==> src/hw/rtl/tspa_pkg.sv <==
// Shared types and constants of the program association section parser.
package tspa_pkg;

    typedef enum logic [2:0] {
        ST_DONE      = 3'd0,
        ST_BAD_LEN   = 3'd1,
        ST_BAD_TABLE = 3'd2,
        ST_HIT       = 3'd3,
        ST_MISS      = 3'd4
    } status_t;

    localparam logic [15:0] MIN_BUFFER_LEN    = 16'd8;
    localparam logic [12:0] MIN_SECTION_TOTAL = 13'd12;
    localparam logic [12:0] IDX_TABLE_ID      = 13'd0;
    localparam logic [12:0] IDX_LEN_HI        = 13'd1;
    localparam logic [12:0] IDX_LEN_LO        = 13'd2;
    localparam logic [12:0] IDX_VERSION       = 13'd5;
    localparam logic [12:0] IDX_ENTRY_START   = 13'd8;
    localparam logic [1:0]  ENTRY_LAST_BYTE   = 2'd3;

    typedef struct packed {
        logic        is_lookup;
        logic        first;
        logic [7:0]  data;
        logic [15:0] blen;
        logic        blen_short;
        logic [15:0] pn;
    } cmd_t;

    typedef struct packed {
        status_t     status;
        logic [12:0] consumed;
        logic [15:0] stream_id;
        logic [4:0]  version;
        logic [4:0]  count;
        logic [12:0] pid;
        logic        full;
    } res_t;

endpackage

==> src/hw/rtl/tspa_front.sv <==
// Front end: accepts input transactions, classifies them and queues them for execution.
module tspa_front (
    input  logic            clk,
    input  logic            rst_n,
    input  logic            push,
    output logic            full,
    input  logic            kind,
    input  logic            first_byte,
    input  logic [7:0]      data_byte,
    input  logic [15:0]     buffer_length,
    input  logic [15:0]     program_number,
    output logic            cmd_valid,
    output tspa_pkg::cmd_t  cmd,
    input  logic            cmd_take
);
    import tspa_pkg::*;

    cmd_t       q_reg [2];
    logic       wr_ptr_reg;
    logic       wr_ptr_next;
    logic       rd_ptr_reg;
    logic       rd_ptr_next;
    logic [1:0] cnt_reg;
    logic [1:0] cnt_next;
    logic       in_fire;
    logic       out_fire;
    cmd_t       in_cmd;

    assign full      = (cnt_reg == 2'd2);
    assign cmd_valid = (cnt_reg != 2'd0);
    assign cmd       = q_reg[rd_ptr_reg];
    assign in_fire   = push && !full;
    assign out_fire  = cmd_take && cmd_valid;

    always_comb
    begin
        in_cmd.is_lookup  = kind;
        in_cmd.first      = first_byte;
        in_cmd.data       = data_byte;
        in_cmd.blen       = buffer_length;
        in_cmd.blen_short = (buffer_length < MIN_BUFFER_LEN);
        in_cmd.pn         = program_number;
    end

    always_comb
    begin
        wr_ptr_next = in_fire ? !wr_ptr_reg : wr_ptr_reg;
        rd_ptr_next = out_fire ? !rd_ptr_reg : rd_ptr_reg;
        cnt_next    = cnt_reg + {1'b0, in_fire} - {1'b0, out_fire};
    end

    always_ff @(posedge clk or negedge rst_n)
    begin
        if (!rst_n)
        begin
            wr_ptr_reg <= 1'b0;
            rd_ptr_reg <= 1'b0;
            cnt_reg    <= 2'd0;
        end
        else
        begin
            wr_ptr_reg <= wr_ptr_next;
            rd_ptr_reg <= rd_ptr_next;
            cnt_reg    <= cnt_next;
        end
    end

    always_ff @(posedge clk)
    begin
        if (in_fire)
        begin
            q_reg[wr_ptr_reg] <= in_cmd;
        end
    end

endmodule

==> src/hw/rtl/tspa_back.sv <==
// Back end: section state, program table, lookups and the result queue.
module tspa_back #(
    parameter int MAX_PROGRAMS = 16
) (
    input  logic            clk,
    input  logic            rst_n,
    input  logic            cmd_valid,
    input  tspa_pkg::cmd_t  cmd,
    output logic            cmd_take,
    output logic            empty,
    input  logic            pop,
    output tspa_pkg::res_t  res_out
);
    import tspa_pkg::*;

    localparam int CNT_W = $clog2(MAX_PROGRAMS + 1);
    localparam int IDX_W = (MAX_PROGRAMS > 1) ? $clog2(MAX_PROGRAMS) : 1;

    logic [12:0]      idx_reg,    idx_next;
    logic [11:0]      slen_reg,   slen_next;
    logic             skip_reg,   skip_next;
    logic [15:0]      sid_reg,    sid_next;
    logic [4:0]       ver_reg,    ver_next;
    logic [CNT_W-1:0] count_reg,  count_next;
    logic [23:0]      shift_reg,  shift_next;
    logic             drop_reg,   drop_next;

    logic [15:0]      pn_tab  [MAX_PROGRAMS];
    logic [12:0]      pid_tab [MAX_PROGRAMS];

    logic             wr_pn_en;
    logic             wr_pid_en;
    logic [IDX_W-1:0] wr_idx;

    logic             lk_hit;
    logic [12:0]      lk_pid;
    logic             pid_hit;
    logic [IDX_W-1:0] pid_idx;

    logic [12:0]      eff_idx;
    logic [11:0]      eff_slen;
    logic             eff_skip;
    logic [23:0]      eff_shift;
    logic             eff_drop;
    logic [11:0]      slen_w;
    logic [15:0]      entry_pn;
    logic [12:0]      entry_pid;
    logic             err;
    status_t          err_status;
    logic [4:0]       new_ver;
    logic [CNT_W+4:0] count_ext;

    res_t             res;
    logic             res_push;

    res_t             oq_reg [2];
    logic             owr_reg, owr_next;
    logic             ord_reg, ord_next;
    logic [1:0]       ocnt_reg, ocnt_next;
    logic             pop_fire;

    assign cmd_take  = cmd_valid && (ocnt_reg != 2'd2);
    assign entry_pn  = eff_shift[23:8];
    assign entry_pid = {eff_shift[4:0], cmd.data};

    always_comb
    begin
        lk_hit  = 1'b0;
        lk_pid  = 13'd0;
        pid_hit = 1'b0;
        pid_idx = '0;
        for (int i = MAX_PROGRAMS - 1; i >= 0; i--)
        begin
            if ((CNT_W'(i) < count_reg) && (pn_tab[i] == cmd.pn))
            begin
                lk_hit = 1'b1;
                lk_pid = pid_tab[i];
            end
            if ((CNT_W'(i) < count_reg) && (pid_tab[i] == entry_pid))
            begin
                pid_hit = 1'b1;
                pid_idx = IDX_W'(i);
            end
        end
    end

    always_comb
    begin
        idx_next   = idx_reg;
        slen_next  = slen_reg;
        skip_next  = skip_reg;
        sid_next   = sid_reg;
        ver_next   = ver_reg;
        count_next = count_reg;
        shift_next = shift_reg;
        drop_next  = drop_reg;
        wr_pn_en   = 1'b0;
        wr_pid_en  = 1'b0;
        wr_idx     = count_reg[IDX_W-1:0];
        res_push   = 1'b0;
        err        = 1'b0;
        err_status = ST_BAD_LEN;
        new_ver    = cmd.data[5:1];
        eff_idx    = cmd.first ? 13'd0 : idx_reg;
        eff_slen   = cmd.first ? 12'd0 : slen_reg;
        eff_skip   = cmd.first ? 1'b0 : skip_reg;
        eff_shift  = cmd.first ? 24'd0 : shift_reg;
        eff_drop   = cmd.first ? 1'b0 : drop_reg;
        slen_w     = eff_slen;
        res.status   = ST_MISS;
        res.consumed = 13'd0;
        res.pid      = 13'd0;
        res.full     = 1'b0;

        if (cmd_take)
        begin
            if (cmd.is_lookup)
            begin
                res_push   = 1'b1;
                res.status = lk_hit ? ST_HIT : ST_MISS;
                res.pid    = lk_hit ? lk_pid : 13'd0;
            end
            else
            begin
                idx_next   = eff_idx;
                slen_next  = eff_slen;
                skip_next  = eff_skip;
                shift_next = eff_shift;
                drop_next  = eff_drop;
                if (!eff_skip)
                begin
                    if (eff_idx == IDX_TABLE_ID)
                    begin
                        if (cmd.blen_short)
                        begin
                            err        = 1'b1;
                            err_status = ST_BAD_LEN;
                        end
                        else if (cmd.data != 8'd0)
                        begin
                            err        = 1'b1;
                            err_status = ST_BAD_TABLE;
                        end
                    end
                    else if (eff_idx == IDX_LEN_HI)
                    begin
                        slen_w    = {cmd.data[3:0], 8'h00};
                        slen_next = slen_w;
                    end
                    else if (eff_idx == IDX_LEN_LO)
                    begin
                        slen_w    = eff_slen | {4'h0, cmd.data};
                        slen_next = slen_w;
                        if ((({1'b0, slen_w} + 13'd3) < MIN_SECTION_TOTAL)
                            || (({4'h0, slen_w} + 16'd3) > cmd.blen))
                        begin
                            err        = 1'b1;
                            err_status = ST_BAD_LEN;
                        end
                    end
                    else if (eff_idx == IDX_VERSION)
                    begin
                        if (new_ver != ver_reg)
                        begin
                            count_next = '0;
                        end
                        sid_next = eff_shift[15:0];
                        ver_next = new_ver;
                    end
                    else if ((eff_idx >= IDX_ENTRY_START)
                             && (eff_idx[1:0] == ENTRY_LAST_BYTE)
                             && (({1'b0, eff_idx} + 14'd2) <= {2'b00, eff_slen}))
                    begin
                        if (entry_pn != 16'd0)
                        begin
                            if (pid_hit)
                            begin
                                wr_pn_en = 1'b1;
                                wr_idx   = pid_idx;
                            end
                            else if (count_reg < CNT_W'(MAX_PROGRAMS))
                            begin
                                wr_pn_en   = 1'b1;
                                wr_pid_en  = 1'b1;
                                count_next = count_reg + CNT_W'(1);
                            end
                            else
                            begin
                                drop_next = 1'b1;
                            end
                        end
                    end

                    if (err)
                    begin
                        skip_next  = 1'b1;
                        res_push   = 1'b1;
                        res.status = err_status;
                        res.full   = eff_drop;
                    end
                    else
                    begin
                        shift_next = {eff_shift[15:0], cmd.data};
                        if ((eff_idx >= IDX_ENTRY_START)
                            && ({1'b0, eff_idx} == ({2'b00, slen_w} + 14'd2)))
                        begin
                            skip_next    = 1'b1;
                            res_push     = 1'b1;
                            res.status   = ST_DONE;
                            res.consumed = {1'b0, slen_w} + 13'd3;
                            res.full     = drop_next;
                        end
                        else
                        begin
                            idx_next = eff_idx + 13'd1;
                        end
                    end
                end
            end
        end

        count_ext     = {5'd0, count_next};
        res.stream_id = sid_next;
        res.version   = ver_next;
        res.count     = count_ext[4:0];
    end

    always_ff @(posedge clk or negedge rst_n)
    begin
        if (!rst_n)
        begin
            idx_reg   <= 13'd0;
            slen_reg  <= 12'd0;
            skip_reg  <= 1'b1;
            sid_reg   <= 16'd0;
            ver_reg   <= 5'd0;
            count_reg <= '0;
            shift_reg <= 24'd0;
            drop_reg  <= 1'b0;
        end
        else
        begin
            idx_reg   <= idx_next;
            slen_reg  <= slen_next;
            skip_reg  <= skip_next;
            sid_reg   <= sid_next;
            ver_reg   <= ver_next;
            count_reg <= count_next;
            shift_reg <= shift_next;
            drop_reg  <= drop_next;
        end
    end

    always_ff @(posedge clk)
    begin
        if (wr_pn_en)
        begin
            pn_tab[wr_idx] <= entry_pn;
        end
        if (wr_pid_en)
        begin
            pid_tab[wr_idx] <= entry_pid;
        end
    end

    assign pop_fire = pop && (ocnt_reg != 2'd0);
    assign empty    = (ocnt_reg == 2'd0);
    assign res_out  = oq_reg[ord_reg];

    always_comb
    begin
        owr_next  = res_push ? !owr_reg : owr_reg;
        ord_next  = pop_fire ? !ord_reg : ord_reg;
        ocnt_next = ocnt_reg + {1'b0, res_push} - {1'b0, pop_fire};
    end

    always_ff @(posedge clk or negedge rst_n)
    begin
        if (!rst_n)
        begin
            owr_reg  <= 1'b0;
            ord_reg  <= 1'b0;
            ocnt_reg <= 2'd0;
        end
        else
        begin
            owr_reg  <= owr_next;
            ord_reg  <= ord_next;
            ocnt_reg <= ocnt_next;
        end
    end

    always_ff @(posedge clk)
    begin
        if (res_push)
        begin
            oq_reg[owr_reg] <= res;
        end
    end

    a_count_bound: assert property (@(posedge clk) disable iff (!rst_n)
        count_reg <= CNT_W'(MAX_PROGRAMS))
        else $error("program count exceeds table size");

    a_oq_bound: assert property (@(posedge clk) disable iff (!rst_n)
        ocnt_reg <= 2'd2)
        else $error("result queue overflow");

    a_lookup_keeps_table: assert property (@(posedge clk) disable iff (!rst_n)
        (cmd_take && cmd.is_lookup) |=> ($stable(count_reg) && $stable(idx_reg)))
        else $error("lookup disturbed section state");

    a_drop_when_full: assert property (@(posedge clk) disable iff (!rst_n)
        $rose(drop_reg) |-> (count_reg == CNT_W'(MAX_PROGRAMS)))
        else $error("entry dropped while table had room");

    a_take_has_room: assert property (@(posedge clk) disable iff (!rst_n)
        res_push |-> (ocnt_reg != 2'd2))
        else $error("result produced with no room in queue");

endmodule

==> src/hw/rtl/ts_program_association_parser_core.sv <==
// Top level of the transport stream program association section parser.
// Each input transaction is a section byte or a program number lookup, and the block
// accepts one every clock cycle as long as results are popped. A transaction first waits
// in a two-entry input queue, then the execution stage handles it combinationally, with
// the program table compared against all entries in parallel, and any result is registered
// into a two-entry result queue, from which it appears on the result ports. Section bytes
// that produce no result simply update the parser state.
module ts_program_association_parser_core #(
    parameter int MAX_PROGRAMS = 16
) (
    input  logic        clk,
    input  logic        rst_n,
    input  logic        push,
    output logic        full,
    input  logic        kind,
    input  logic        first_byte,
    input  logic [7:0]  data_byte,
    input  logic [15:0] buffer_length,
    input  logic [15:0] program_number,
    output logic        empty,
    input  logic        pop,
    output logic [2:0]  status,
    output logic [12:0] consumed_length,
    output logic [15:0] stream_id,
    output logic [4:0]  version,
    output logic [4:0]  program_count,
    output logic [12:0] found_pid,
    output logic        table_full
);
    import tspa_pkg::*;

    logic cmd_valid;
    logic cmd_take;
    cmd_t cmd;
    res_t res;

    tspa_front u_front (
        .clk            (clk),
        .rst_n          (rst_n),
        .push           (push),
        .full           (full),
        .kind           (kind),
        .first_byte     (first_byte),
        .data_byte      (data_byte),
        .buffer_length  (buffer_length),
        .program_number (program_number),
        .cmd_valid      (cmd_valid),
        .cmd            (cmd),
        .cmd_take       (cmd_take)
    );

    tspa_back #(
        .MAX_PROGRAMS (MAX_PROGRAMS)
    ) u_back (
        .clk       (clk),
        .rst_n     (rst_n),
        .cmd_valid (cmd_valid),
        .cmd       (cmd),
        .cmd_take  (cmd_take),
        .empty     (empty),
        .pop       (pop),
        .res_out   (res)
    );

    assign status          = res.status;
    assign consumed_length = res.consumed;
    assign stream_id       = res.stream_id;
    assign version         = res.version;
    assign program_count   = res.count;
    assign found_pid       = res.pid;
    assign table_full      = res.full;

endmodule

==> config.mk <==
export PLATFORM = sky130hd
export DESIGN_NAME = ts_program_association_parser_core
export DESIGN_NICKNAME = d
export VERILOG_FILES = /design/src/hw/rtl/tspa_pkg.sv /design/src/hw/rtl/tspa_front.sv /design/src/hw/rtl/tspa_back.sv /design/src/hw/rtl/ts_program_association_parser_core.sv
export SDC_FILE = /design/constraint.sdc
export NUM_CORES = 1
export LEC_CHECK = 0
export ABC_AREA = 1
export BUFFER_PORTS_ARGS = -buffer_cell sky130_fd_sc_hd__clkbuf_2
export CAP_MARGIN = 20
export CORE_ASPECT_RATIO = 1.2
export CORE_MARGIN = 2
export CORE_UTILIZATION = 34
export CTS_BUF_LIST = sky130_fd_sc_hd__clkbuf_8
export DETAILED_ROUTE_END_ITERATION = 10
export SYNTH_ARGS = -nofsm -noshare
export SYNTH_HDL_FRONTEND = slang
export SYNTH_HIERARCHICAL = 1
export SYNTH_SLANG_ARGS = --single-unit
==> constraint.sdc <==
create_clock -name clk -period 6.75 [get_ports clk]
set_input_delay 0.3375 -clock clk [delete_from_list [all_inputs] [get_ports clk]]
set_output_delay 0.3375 -clock clk [all_outputs]
set_load 0.01 [all_outputs]
==> metrics.md, run 1 <==
| Metric | Value |
|---|---|
| Beginning of the worst register-to-register path | `u_front/rd_ptr_reg` |
| Share of final-layout standard cells stronger than drive strength 1 | `0.126` |
| Period minus WS final | `a little under 6000 ps` |
| Cell with the most instances after synthesis | `sky130_fd_sc_hd__nand2_1` |
| Post-synthesis adder-cell area fraction | `0.0131` |
| Footprint of the multi-input gates | `13200 µm²` |
| Final hold vios | `0` |
| Placer's final routability congestion estimate | `0.949` |
| Dpl cells | `5274` |
| Wire length of the first global-routing pass | `between 150 and 200 mm` |
| Maximum number of pins on one net before global-route repair | `slightly above 60` |
| Period utilisation layout | `0.873` |
| Worst vdd rail ir drop | `between 200 and 250 µV` |
| Max FFs per register | `between 200 and 300` |
| Num CTS Buffers | `around 130` |
| Sequential fraction of the synthesis area | `0.592` |
| Worst clock skew | `~56 ps` |
| Floorplan Core Area | `roughly 110000 µm²` |
| Library cell occupying the most area in the post-synthesis netlist | `sky130_fd_sc_hd__edfxtp_1` |
| Net Count, Synth | `about 3900` |
| PortBufs | `103` |
| Die width | `a little over 300 µm` |
| Vias in the first global route | `~28000` |
| Antenna violations before repair | `4` |
| Via total after detailed routing | `between 20000 and 30000` |
| Post-synth top cells | `sky130_fd_sc_hd__nand2_1 (1043), sky130_fd_sc_hd__edfxtp_1 (662), sky130_fd_sc_hd__nor2_1 (355), sky130_fd_sc_hd__inv_1 (316), sky130_fd_sc_hd__a21oi_1 (206)` |
| Insertion delay of the later-clocked pin in the worst-skew pair | `820 ps` |
| Type of element capturing the critical path | `register` |
| Antenna Violating Nets Remaining | `0` |
| Post-Synthesis Mean Instance Area | `between 9 and 10 µm²` |
| Iteration-0 DRC Markers | `2890` |
| Effective utilization at floorplan | `0.344` |
| Remaining Overflow, GRT | `0` |
| Simple-Gate Fraction of Synth Area | `0.202` |
| Run status | `completed` |
| Reg area | `roughly 22000 µm²` |
| Number of cell rows | `132` |
| Clock slew at reported path FFs | `around 60 ps` |
| Total Negative Setup Slacks | `0 ps` |
| Number of cells produced by synthesis | `about 3800` |
| Drt first pass iters | `7` |
| Overall global routing resource usage | `0.207` |
| R2r setup slk | `860 ps` |
| Register bit total from synthesis | `around 750` |
| Endpoints failing setup | `0` |
| Boundary Pins | `about 100` |
| Largest cells by area after synthesis | `sky130_fd_sc_hd__edfxtp_1 (53%), sky130_fd_sc_hd__nand2_1 (11%), sky130_fd_sc_hd__dfrtp_1 (5.7%)` |
| Most frequently used flop master after synthesis | `sky130_fd_sc_hd__edfxtp_1` |
| Type of the setup path with the least slack | `register to register` |
| Peak clock frequency supported by timing | `around 0.17 GHz` |
| Die boundary height | `around 370 µm` |
| Share of synthesized registers carrying an async set or reset | `0.114` |
| Depth of the CTS H-tree | `4` |
| Crit Path Max Fanout | `24` |
| Total Die Area | `between 100000 and 150000 µm²` |
| Number of enable-type register cells in the synthesized netlist | `between 600 and 700` |
| R2R Path End | `u_back/pn_tab[1][13]` |
| XOR/XNOR share of the synthesized area | `0.0693` |
| Number of inserted filler cells in the final layout | `roughly 11000` |
| Average wire length per cell after detail routing | `21.1 µm` |
| Depth of the worst register-to-register path | `23` |
| Reported leakage power | `approximately 18 nW` |
| Actual slew at the worst max-slew pin | `roughly 1300 ps` |
| Data required time at the worst endpoint | `between 7000 and 8000 ps` |
| Cell area power density | `~390 nW/µm²` |
| Launching element type of the critical path | `register` |
| Hold Crit Class | `primary input to async pin` |
| Num Clock Sinks | `about 750` |
| CTS tree | `yes` |
| Layout overhead on the synthesized area | `15.1%` |
| Final cell count without fillers | `between 5000 and 6000` |
| Worst-case headroom to the max-slew limit | `0.119` |
| Main combinational cell family by area after synthesis | `simple AND/OR/NAND/NOR gates` |
| Detail-routed via count per cell | `roughly 5.1` |
| Arrival time at the worst endpoint | `between 6000 and 7000 ps` |
| Sum of net half-perimeters after detailed placement | `a little under 80 mm` |
| Root Buffer | `sky130_fd_sc_hd__clkbuf_8` |
| RSZ-0062 raised after global routing | `no` |
| Number of max-cap violations | `0` |
| Total number of nets in the final design | `between 4000 and 5000` |
| Synthesized-area fraction occupied by ao, oa, aoi and oai cells | `0.0697` |
| Synthesized area | `~37000 µm²` |
| Share of Yosys cell area claimed by the top area cell type | `0.535` |
| Final-report max-slew violation count | `0` |
| Fraction of synthesized area in multiplexers | `0.000269` |
| Post-synth cell types | `63` |
| Buffers from clock root to sink, at most | `3` |
| Yosys warns | `6` |
| Routed wire length | `117 mm` |
| Number of DRC violations after detailed routing | `0` |
[layout by cell type, fill, tap and decap left out, types with 37 or more instances in the layout]
cell type | synthesis | layout
sky130_fd_sc_hd__xnor2_1 | 129 | 129
sky130_fd_sc_hd__edfxtp_1 | 662 | 662
sky130_fd_sc_hd__a21oi_1 | 206 | 205
sky130_fd_sc_hd__buf_4 | 8 | 119
sky130_fd_sc_hd__dlygate4sd3_1 | 0 | 45
sky130_fd_sc_hd__clkbuf_8 | 0 | 138
sky130_fd_sc_hd__nand3_1 | 109 | 109
sky130_fd_sc_hd__nand2_1 | 1043 | 1040
sky130_fd_sc_hd__nor2_1 | 355 | 343
sky130_fd_sc_hd__nor4_1 | 41 | 41
sky130_fd_sc_hd__nor3_1 | 39 | 37
sky130_fd_sc_hd__o22ai_1 | 51 | 51
sky130_fd_sc_hd__nand4_1 | 83 | 83
sky130_fd_sc_hd__o21ai_0 | 85 | 85
sky130_fd_sc_hd__xor2_1 | 165 | 165
sky130_fd_sc_hd__inv_1 | 316 | 358
sky130_fd_sc_hd__dfrtp_1 | 84 | 82
sky130_fd_sc_hd__clkbuf_2 | 0 | 102
sky130_fd_sc_hd__ha_1 | 39 | 39
[worst max-delay path, cell delays in order, from the launching register on]
cell	delay, ps
sky130_fd_sc_hd__dfrtp_2	680
sky130_fd_sc_hd__inv_4	40
sky130_fd_sc_hd__nand2_1	60
sky130_fd_sc_hd__nand2_1	310
sky130_fd_sc_hd__nor2_1	660
sky130_fd_sc_hd__inv_1	90
sky130_fd_sc_hd__nor2_1	310
sky130_fd_sc_hd__inv_1	140
sky130_fd_sc_hd__nor4_1	410
sky130_fd_sc_hd__nand2_1	120
sky130_fd_sc_hd__xor2_1	180
sky130_fd_sc_hd__ha_1	310
sky130_fd_sc_hd__nand2_1	70
sky130_fd_sc_hd__nor3b_1	190
sky130_fd_sc_hd__nand3_1	90
sky130_fd_sc_hd__nand2_1	220
sky130_fd_sc_hd__and3_1	290
sky130_fd_sc_hd__o21ai_2	140
sky130_fd_sc_hd__a31oi_1	170
sky130_fd_sc_hd__nand2_1	260
sky130_fd_sc_hd__nand2_2	240
sky130_fd_sc_hd__nand3_1	140
sky130_fd_sc_hd__nor2_1	120
sky130_fd_sc_hd__buf_4	270
[per-stage QoR]
| stage | total power, mW | util | cell area, µm² | hold slack (ps) | setup slack (ps) |
|---|---|---|---|---|---|
| floorplan | 10.0 | - | 37200 | 41.9 | 843 |
| global placement | 12.4 | 0.367 | 39700 | 297 | 1050 |
| detailed placement | 12.5 | 0.367 | 39800 | 299 | 970 |
| CTS | 16.6 | 0.395 | 42700 | 7.80 | 924 |
| global route | 17.4 | 0.395 | 42800 | 22.2 | 367 |
| finish | 16.5 | 0.395 | 42800 | 60.9 | 858 |
[timing repair]
item | in CTS | in global routing
hold buffers | 46 | 0
gates resized for setup | 0 | 0
hold endpoints to repair | 113 | 0
buffers inserted | 0 | 0
[cell type report]
class,count,share of cell area
clock buffers,138,0.0444
well taps,1407,0.0412
multi-input cells,2549,0.309
clock inverters,97,0.0142
flip-flops and latches,747,0.515
repair buffers,272,0.0457
inverters,347,0.0305
diodes,3,0.000176
[metal layers]
layer	vias to the layer above	GRT usage	routed length, µm
met3	248	0.0341	8340
met2	1146	0.349	56700
met4	0	0.0792	4110
met1	13700	0.266	48100
li1	13300	-	-
met5	-	0	0
[where the power goes]
| group | total (mW) | leakage, nW | internal [mW] | switching (mW) |
|---|---|---|---|---|
| registers | 6.19 | 7.41 | 6.01 | 0.179 |
| logic | 6.28 | 8.70 | 1.75 | 4.53 |
| clock network | 4.03 | 1.44 | 2.10 | 1.93 |
| total | 16.5 | 17.5 | 9.86 | 6.64 |
[logic make-up (layout without fill, tap and decap cells)]
group	Yosys count	in the layout
AOI/OAI and AO/OA	450	450
adders and majority gates	39	39
muxes	1	1
xor gates and xnor gates	294	294
and+or+nand+nor	1765	1765
other	0	3
buffers and inverters	488	854
DFF	747	747
[how the worst max path moves through the flow]
| stage | startpoint | endpoint | slack [ps] |
|---|---|---|---|
| 3_5_place_dp | u_front/rd_ptr_reg | u_back/oq_reg[0][35] | 970 |
| 3_3_place_gp | u_front/rd_ptr_reg | u_back/pid_tab[9][2] | 1050 |
| 6_report | u_front/rd_ptr_reg | u_back/pn_tab[1][13] | 860 |
| 2_1_floorplan | u_front/rd_ptr_reg | u_back/oq_reg[1][0] | 840 |
| 5_1_grt | u_front/rd_ptr_reg | u_back/oq_reg[0][8] | 370 |
| 4_1_cts | u_front/rd_ptr_reg | u_back/oq_reg[0][8] | 920 |
Power figures use the tool's default switching activity.
==> run 2: changes to the inputs <==
Settings changed: ABC_CLOCK_PERIOD_IN_PS from default to 6750, CELL_PAD_IN_SITES_DETAIL_PLACEMENT from default to 1, CELL_PAD_IN_SITES_GLOBAL_PLACEMENT from default to 2, PLACE_DENSITY_LB_ADDON from default to 0.1.
==> metrics.md, run 2 (synthesis gave the netlist of run 1 again) <==
| Metric | Value |
|---|---|
| Run status | `completed` |
| Die boundary height | `366 µm (unchanged)` |
| Depth of the worst register-to-register path | `28 (+22%)` |
| Commonest cells after routing, fill and taps aside | `sky130_fd_sc_hd__nand2_1 (1035), sky130_fd_sc_hd__edfxtp_1 (662), sky130_fd_sc_hd__inv_1 (357)` |
| Beginning of the worst register-to-register path | `u_front/rd_ptr_reg` |
| Type of the setup path with the least slack | `register to register` |
| Via total after detailed routing | `28300 (-0.51%)` |
| Sw Share | `0.415 (+0.0126)` |
| PortBufs | `103 (unchanged)` |
| Actual slew at the worst max-slew pin | `1120 ps (-186 ps)` |
| Maximum number of pins on one net before global-route repair | `58 (-4.9%)` |
| Worst-case headroom to the max-slew limit | `0.243 (+0.124)` |
| Hold Crit Class | `primary input to register` |
| Combinational cell fraction of total power | `0.392 (+0.011)` |
| Hold path startpoint | `buffer_length[15]` |
| Antenna violations before repair | `5 (+1)` |
| Num Clock Sinks | `747 (unchanged)` |
| Worst Path Buf+Inv | `7 (+3)` |
| R2R Path End | `u_back/oq_reg[0][10]` |
| Sum of net half-perimeters after detailed placement | `97.6 mm (+23%)` |
| Cell area power density | `392 nW/µm² (+1.7%)` |
| Buffers from clock root to sink, at most | `3 (unchanged)` |
| Worst vdd rail ir drop | `282 µV (+28%)` |
| Endpoint of the worst hold path | `u_front/q_reg[0][32]` |
| Endpoints failing setup | `0 (unchanged)` |
| Wire length of the first global-routing pass | `203 mm (+17%)` |
| Placer's final routability congestion estimate | `0.852 (-10%)` |
| Final hold vios | `0 (unchanged)` |
| Drt first pass iters | `5 (-2)` |
| Average wire length per cell after detail routing | `24.8 µm (+18%)` |
| Most frequent standard cell in the layout excluding fill and tap cells | `sky130_fd_sc_hd__nand2_1` |
| Portion of total power attributed to the clock network | `0.241 (-0.003)` |
| Floorplan Core Area | `108000 µm² (unchanged)` |
| Root Buffer | `sky130_fd_sc_hd__clkbuf_8` |
| Number of max-cap violations | `0 (unchanged)` |
| Hold Path Stages | `2` |
| Internal power | `9.86 mW (about the same)` |
| Number of cell rows | `132 (unchanged)` |
| R2r setup slk | `1170 ps (+310 ps)` |
| Effective utilization at floorplan | `0.344 (unchanged)` |
| RSZ-0062 raised after global routing | `no` |
| Arrival time at the worst endpoint | `6100 ps (-250 ps)` |
| Crit Path Max Fanout | `43 (+79%)` |
| Number of DRC violations after detailed routing | `0 (unchanged)` |
| Period minus WS final | `5580 ps (-315 ps)` |
| Depth of the CTS H-tree | `4 (unchanged)` |
| Period utilisation layout | `0.826 (-0.0466)` |
| Slowest cell on the critical path | `sky130_fd_sc_hd__nor3_4` |
| Insertion delay of the later-clocked pin in the worst-skew pair | `860 ps (+40 ps)` |
| Share of final-layout standard cells stronger than drive strength 1 | `0.132 (+0.00614)` |
| Number of inserted filler cells in the final layout | `12300 (+16%)` |
| Stage delay of the slowest cell on the critical path | `520 ps (-160 ps)` |
| Peak clock frequency supported by timing | `0.179 GHz (+5.6%)` |
| End-of-flow core utilization | `0.397 (+0.00168)` |
| Worst clock skew | `39.2 ps (-16.5 ps)` |
| Overall global routing resource usage | `0.248 (+0.0413)` |
| Clock slew at reported path FFs | `60 ps (about the same)` |
| Sequential power share | `0.367 (-0.008)` |
| Total Negative Setup Slacks | `0 ps (unchanged)` |
| Remaining Overflow, GRT | `0 (unchanged)` |
| Antenna Violating Nets Remaining | `0 (unchanged)` |
| Total Die Area | `112000 µm² (unchanged)` |
| Vias in the first global route | `29900 (+7.9%)` |
| Data required time at the worst endpoint | `7270 ps (+60 ps)` |
| Max FFs per register | `256 (unchanged)` |
| CTS tree | `yes` |
| Routed wire length | `139 mm (+18%)` |
| Total number of nets in the final design | `4167 (+0.82%)` |
| Boundary Pins | `104 (unchanged)` |
| Buffers inserted during post-CTS setup optimization | `0 (unchanged)` |
| Largest delay share family, worst path | `simple AND/OR/NAND/NOR gates` |
| Type of element capturing the critical path | `register` |
| Final-report max-slew violation count | `0 (unchanged)` |
| Iteration-0 DRC Markers | `1598 (-45%)` |
| Footprint of the multi-input gates | `13200 µm² (+0.11%)` |
| Reg area | `22000 µm² (about the same)` |
| Most numerous cell on the critical path | `sky130_fd_sc_hd__nand2_1` |
| Die width | `306 µm (unchanged)` |
| Layout overhead on the synthesized area | `15.6%` |
| Num CTS Buffers | `136 (+3.8%)` |
| Reported leakage power | `17.7 nW (+0.75%)` |
| Total net switching power | `6.99 mW (+5.3%)` |
| Launching element type of the critical path | `register` |
| Detail-routed via count per cell | `5.05 (-1.1%)` |
[run 2: worst max path at each step]
stage	startpoint	endpoint	depth (start not counted)
floorplan	u_front/rd_ptr_reg	u_back/oq_reg[1][0]	31
global placement	u_front/rd_ptr_reg	u_back/oq_reg[0][5]	28
detailed placement	u_front/rd_ptr_reg	u_back/oq_reg[0][5]	28
CTS	u_front/rd_ptr_reg	u_back/oq_reg[0][10]	28
global route	u_front/rd_ptr_reg	u_back/oq_reg[0][10]	27
finish	u_front/rd_ptr_reg	u_back/oq_reg[0][10]	28
[run 2: final cells by class]
cell class / count / area share
inverters: 347 / 0.0304
clock inverters: 94 / 0.0107
clock buffers: 146 / 0.0468
repair buffers: 301 / 0.0502
multi-input cells: 2549 / 0.308
flip-flops and latches: 747 / 0.512
well taps: 1407 / 0.0410
diodes: 3 / 0.000175
[run 2: per-stage QoR]
stage	total power [mW]	setup WS [ps]	cells	hold WS [ps]	cell area, µm²
after floorplan	10.0	843	3784	41.9	37200
after global placement	12.9	1320	5304	334	40000
after detailed placement	13.0	1160	5304	329	40000
after CTS	17.1	1120	5591	130	42900
after global routing	17.8	726	5594	180	43000
final	16.8	1170	5594	236	43000
[run 2: timing repair]
action,4_1_cts,5_1_grt
hold buffers,47,0
hold endpoints to repair,116,0
resized for setup,0,0
[run 2: power groups by stage]
stage               sequential, mW  clock (mW)  combinational, mW
floorplan                     6.24           0               3.77
global placement              6.26           0               6.68
detailed placement            6.28           0               6.71
CTS                           6.19        4.18               6.75
global route                  6.23        4.39               7.23
finish                        6.18        4.05               6.61
[run 2: routing by layer]
metal  track usage  up-vias  wire, µm
met1         0.299    14200     57400
li1              -    13300         -
met3        0.0377      192      5170
met2         0.451      551     72400
met5             0        -         0
met4        0.0791        0      3800
==> run 3: changes to the inputs <==
Settings changed: ABC_AREA 1 to 0, ABC_CLOCK_PERIOD_IN_PS 6750 to 4740.
Clock period 6.75 ns to 4.74 ns, I/O delays scaled along.
==> metrics.md, run 3 <==
| Metric | Value |
|---|---|
| Iteration-0 DRC Markers | `1858 (+16%)` |
| Share of Yosys cell area claimed by the top area cell type | `0.536 (+0.00119)` |
| Insertion delay of the later-clocked pin in the worst-skew pair | `850 ps (about the same)` |
| Clock slew at reported path FFs | `60 ps (about the same)` |
| Worst clock skew | `29.2 ps (-10.0 ps)` |
| Data required time at the worst endpoint | `5330 ps (-1940 ps)` |
| Die width | `305 µm (-0.11%)` |
| Register bit total from synthesis | `747 (unchanged)` |
| End-of-flow core utilization | `0.438 (+0.0409)` |
| Number of DRC violations after detailed routing | `0 (unchanged)` |
| Period utilisation layout | `0.999 (+0.172)` |
| Sum of net half-perimeters after detailed placement | `105 mm (+7.2%)` |
| Root Buffer | `sky130_fd_sc_hd__clkbuf_8` |
| RSZ-0062 raised after global routing | `yes` |
| Post-synth top cells | `sky130_fd_sc_hd__edfxtp_1 (662), sky130_fd_sc_hd__xnor2_1 (267), sky130_fd_sc_hd__xor2_1 (214), sky130_fd_sc_hd__nand2_1 (154), sky130_fd_sc_hd__mux2_2 (115)` |
| Number of enable-type register cells in the synthesized netlist | `662 (unchanged)` |
| Vias in the first global route | `29100 (-2.6%)` |
| Depth of the CTS H-tree | `4 (unchanged)` |
| Final-report max-slew violation count | `0 (unchanged)` |
| Remaining Overflow, GRT | `0 (unchanged)` |
| Cell with the most instances after synthesis | `sky130_fd_sc_hd__edfxtp_1` |
| Met2 Track Usage GR | `0.440 (-0.0118)` |
| Ordered cell list for the critical path | `mux2_4, nor2b_2, ha_4, and3_4, nand3_4, nor2_4, xnor2_2, ha_1, nand4_1, or3_4, a21oi_4, o21ai_4, or4_4, o21ba_2, o21ai_4, buf_4, nor4_4, buf_12` |
| Number of max-cap violations | `0 (unchanged)` |
| Stage delay of the slowest cell on the critical path | `500 ps (-20 ps)` |
| Routed wire length | `145 mm (+4.5%)` |
| Reported leakage power | `17.2 nW (-2.5%)` |
| Drt first pass iters | `5 (unchanged)` |
| CTS tree | `yes` |
| Antenna violations before repair | `5 (unchanged)` |
| Net Count, Synth | `3035 (-22%)` |
| Met1 track demand over resource in global routing | `0.325 (+0.0255)` |
| Sequential fraction of the synthesis area | `0.593 (+0.00132)` |
| Global routing's busiest layer | `met2` |
| Type of the setup path with the least slack | `register to register` |
| Share of final-layout standard cells stronger than drive strength 1 | `0.300 (+0.168)` |
| Library cell occupying the most area in the post-synthesis netlist | `sky130_fd_sc_hd__edfxtp_1` |
| Die boundary height | `366 µm (-0.11%)` |
| Endpoints failing setup | `0 (unchanged)` |
| Overall global routing resource usage | `0.257 (+0.00897)` |
| Max FFs per register | `256 (unchanged)` |
| Worst-case headroom to the max-slew limit | `0.277 (+0.0337)` |
| Hold Crit Class | `primary input to register` |
| Final hold vios | `0 (unchanged)` |
| Final cell count without fillers | `5058 (-9.6%)` |
| Type of element capturing the critical path | `register` |
| Peak clock frequency supported by timing | `0.211 GHz (+18%)` |
| Arrival time at the worst endpoint | `5330 ps (-770 ps)` |
| Layout overhead on the synthesized area | `27.6%` |
| Share of synthesized registers carrying an async set or reset | `0.114 (unchanged)` |
| Placer's final routability congestion estimate | `0.929 (+9.0%)` |
| Run status | `completed` |
| Antenna Violating Nets Remaining | `0 (unchanged)` |
| Boundary Pins | `104 (unchanged)` |
| Launching element type of the critical path | `register` |
| Wire length of the first global-routing pass | `209 mm (+3.1%)` |
| Largest cells by area after synthesis | `sky130_fd_sc_hd__edfxtp_1 (54%), sky130_fd_sc_hd__xnor2_1 (6.3%), sky130_fd_sc_hd__dfrtp_1 (5.7%)` |
| Most numerous cell on the critical path | `sky130_fd_sc_hd__o21ai_4` |
| Commonest cells after routing, fill and taps aside | `sky130_fd_sc_hd__edfxtp_1 (662), sky130_fd_sc_hd__buf_4 (407), sky130_fd_sc_hd__xnor2_1 (266)` |
| Period minus WS final | `4730 ps (-845 ps)` |
| Number of cells produced by synthesis | `2950 (-22%)` |
| Dpl cells | `4736 (-11%)` |
| Most frequent standard cell in the layout excluding fill and tap cells | `sky130_fd_sc_hd__edfxtp_1` |
| Total Die Area | `112000 µm² (-0.22%)` |
| Average wire length per cell after detail routing | `28.7 µm (+16%)` |
| Total number of nets in the final design | `3630 (-13%)` |
| Crit Path Max Fanout | `16 (-63%)` |
| PortBufs | `103 (unchanged)` |
| Detail-routed via count per cell | `5.42 (+7.3%)` |
| Synthesized area | `37100 µm² (-0.22%)` |
| Number of cell rows | `132 (unchanged)` |
| Buffers from clock root to sink, at most | `3 (unchanged)` |
| Worst slack on hold paths | `117 ps (-119 ps)` |
| Most frequently used flop master after synthesis | `sky130_fd_sc_hd__edfxtp_1` |
| Worst vdd rail ir drop | `263 µV (-6.9%)` |
| Post-synth cell types | `90 (+43%)` |
| Via total after detailed routing | `27400 (-3.0%)` |
| Actual slew at the worst max-slew pin | `1080 ps (-40.9 ps)` |
| Number of inserted filler cells in the final layout | `11300 (-7.6%)` |
| Slowest cell on the critical path | `sky130_fd_sc_hd__o21ai_4` |
| Post-Synthesis Mean Instance Area | `12.6 µm² (+28%)` |
| Cell area power density | `497 nW/µm² (+27%)` |
| Effective utilization at floorplan | `0.343 (about the same)` |
| Num CTS Buffers | `131 (-3.7%)` |
| Floorplan Core Area | `108000 µm² (-0.15%)` |
| Met3 global-route usage | `0.0381 (+0.000463)` |
| Total Negative Setup Slacks | `0 ps (unchanged)` |
| Yosys warns | `6 (unchanged)` |
| Num Clock Sinks | `747 (unchanged)` |
| Maximum number of pins on one net before global-route repair | `58 (unchanged)` |
## run 3: cell types whose count changed after synthesis, sizes merged, moves of 49 or more
| cell | change |
|---|---|
| nor2 | -266 |
| nor4 | +51 |
| nand2 | -904 |
| inv | -236 |
| mux2 | +115 |
| xnor2 | +138 |
| a21oi | -136 |
| xor2 | +49 |
## run 3: path summary, 6_finish.rpt
| kind | cells past startpoint | from | end | slack (ps) |
|---|---|---|---|---|
| max in group asynchronous | 4 | rst_n | u_back/skip_reg | 3300 |
| hold reg to reg | 2 | u_back/drop_reg | u_back/drop_reg | 500 |
| hold / removal | 2 | program_number[12] | u_front/q_reg[0][12] | 120 |
| setup / recovery | 18 | u_front/rd_ptr_reg | u_back/pn_tab[8][3] | 7 |
| setup reg to reg | 18 | u_front/rd_ptr_reg | u_back/pn_tab[8][3] | 7 |
| min in group asynchronous | 3 | rst_n | u_back/shift_reg[3] | 510 |
## run 3: through the flow
step	cell area (µm²)	worst slack, ps	power, mW
4_1_cts	46600	-56.6	23.5
3_3_place_gp	43200	-503	17.1
5_1_grt	47300	-176	24.7
3_5_place_dp	43200	-494	17.3
6_report	47300	7.10	23.5
2_1_floorplan	37600	-1600	13.5
## run 3: final cells by class
class | count | area (µm²) | area share
multi-input combinational | 1925 | 15100 | 0.320
clock inverter | 95 | 568 | 0.0120
inverter | 99 | 380 | 0.00804
antenna | 5 | 12.5 | 0.000265
timing repair buffer | 641 | 5510 | 0.116
sequential | 747 | 22000 | 0.465
tap | 1407 | 1760 | 0.0372
clock buffer | 139 | 1910 | 0.0404
## run 3: kinds of logic (layout without fill, tap and decap cells)
kind of cell	count (synthesis)	after routing	synth area share
simple gates	779	779	0.116
flops	747	747	0.593
compound gates	493	493	0.0921
xor+xnor	481	481	0.114
buf+inv	278	974	0.0319
mux	133	133	0.0398
fa+ha+maj	39	39	0.0132
other cells	0	5	0
## run 3: per-layer routing
metal | vias up | part of all wire
li1 | 12300 | -
met3 | 272 | 0.038
met2 | 709 | 0.49
met4 | 2 | 0.045
met5 | - | 0.000090
met1 | 14200 | 0.42
## run 3: power by group
part | internal (mW) | leakage (nW) | total (mW) | switching [mW]
registers | 8.19 | 7.42 | 8.48 | 0.289
logic | 3.66 | 8.40 | 9.21 | 5.55
clock network | 3.00 | 1.41 | 5.81 | 2.81
## run 3: critical path: cells and delay by family (launching register included)
| kind | cells | cell delay (ps) |
|---|---|---|
| muxes | 1 | 370 |
| DFF | 1 | 430 |
| xor gates and xnor gates | 1 | 70 |
| adders and majority gates | 2 | 450 |
| AOI/OAI and AO/OA | 4 | 1040 |
| buffers and inverters | 2 | 390 |
| and+or+nand+nor | 8 | 1720 |
## run 3: what timing repair did
action,CTS,global route
resized for setup,81,101
cloned,4,6
hold endpoints to repair,154,0
hold buffers,47,0
setup endpoints to repair,660,648
pin swaps,12,27
buffers inserted,6,20
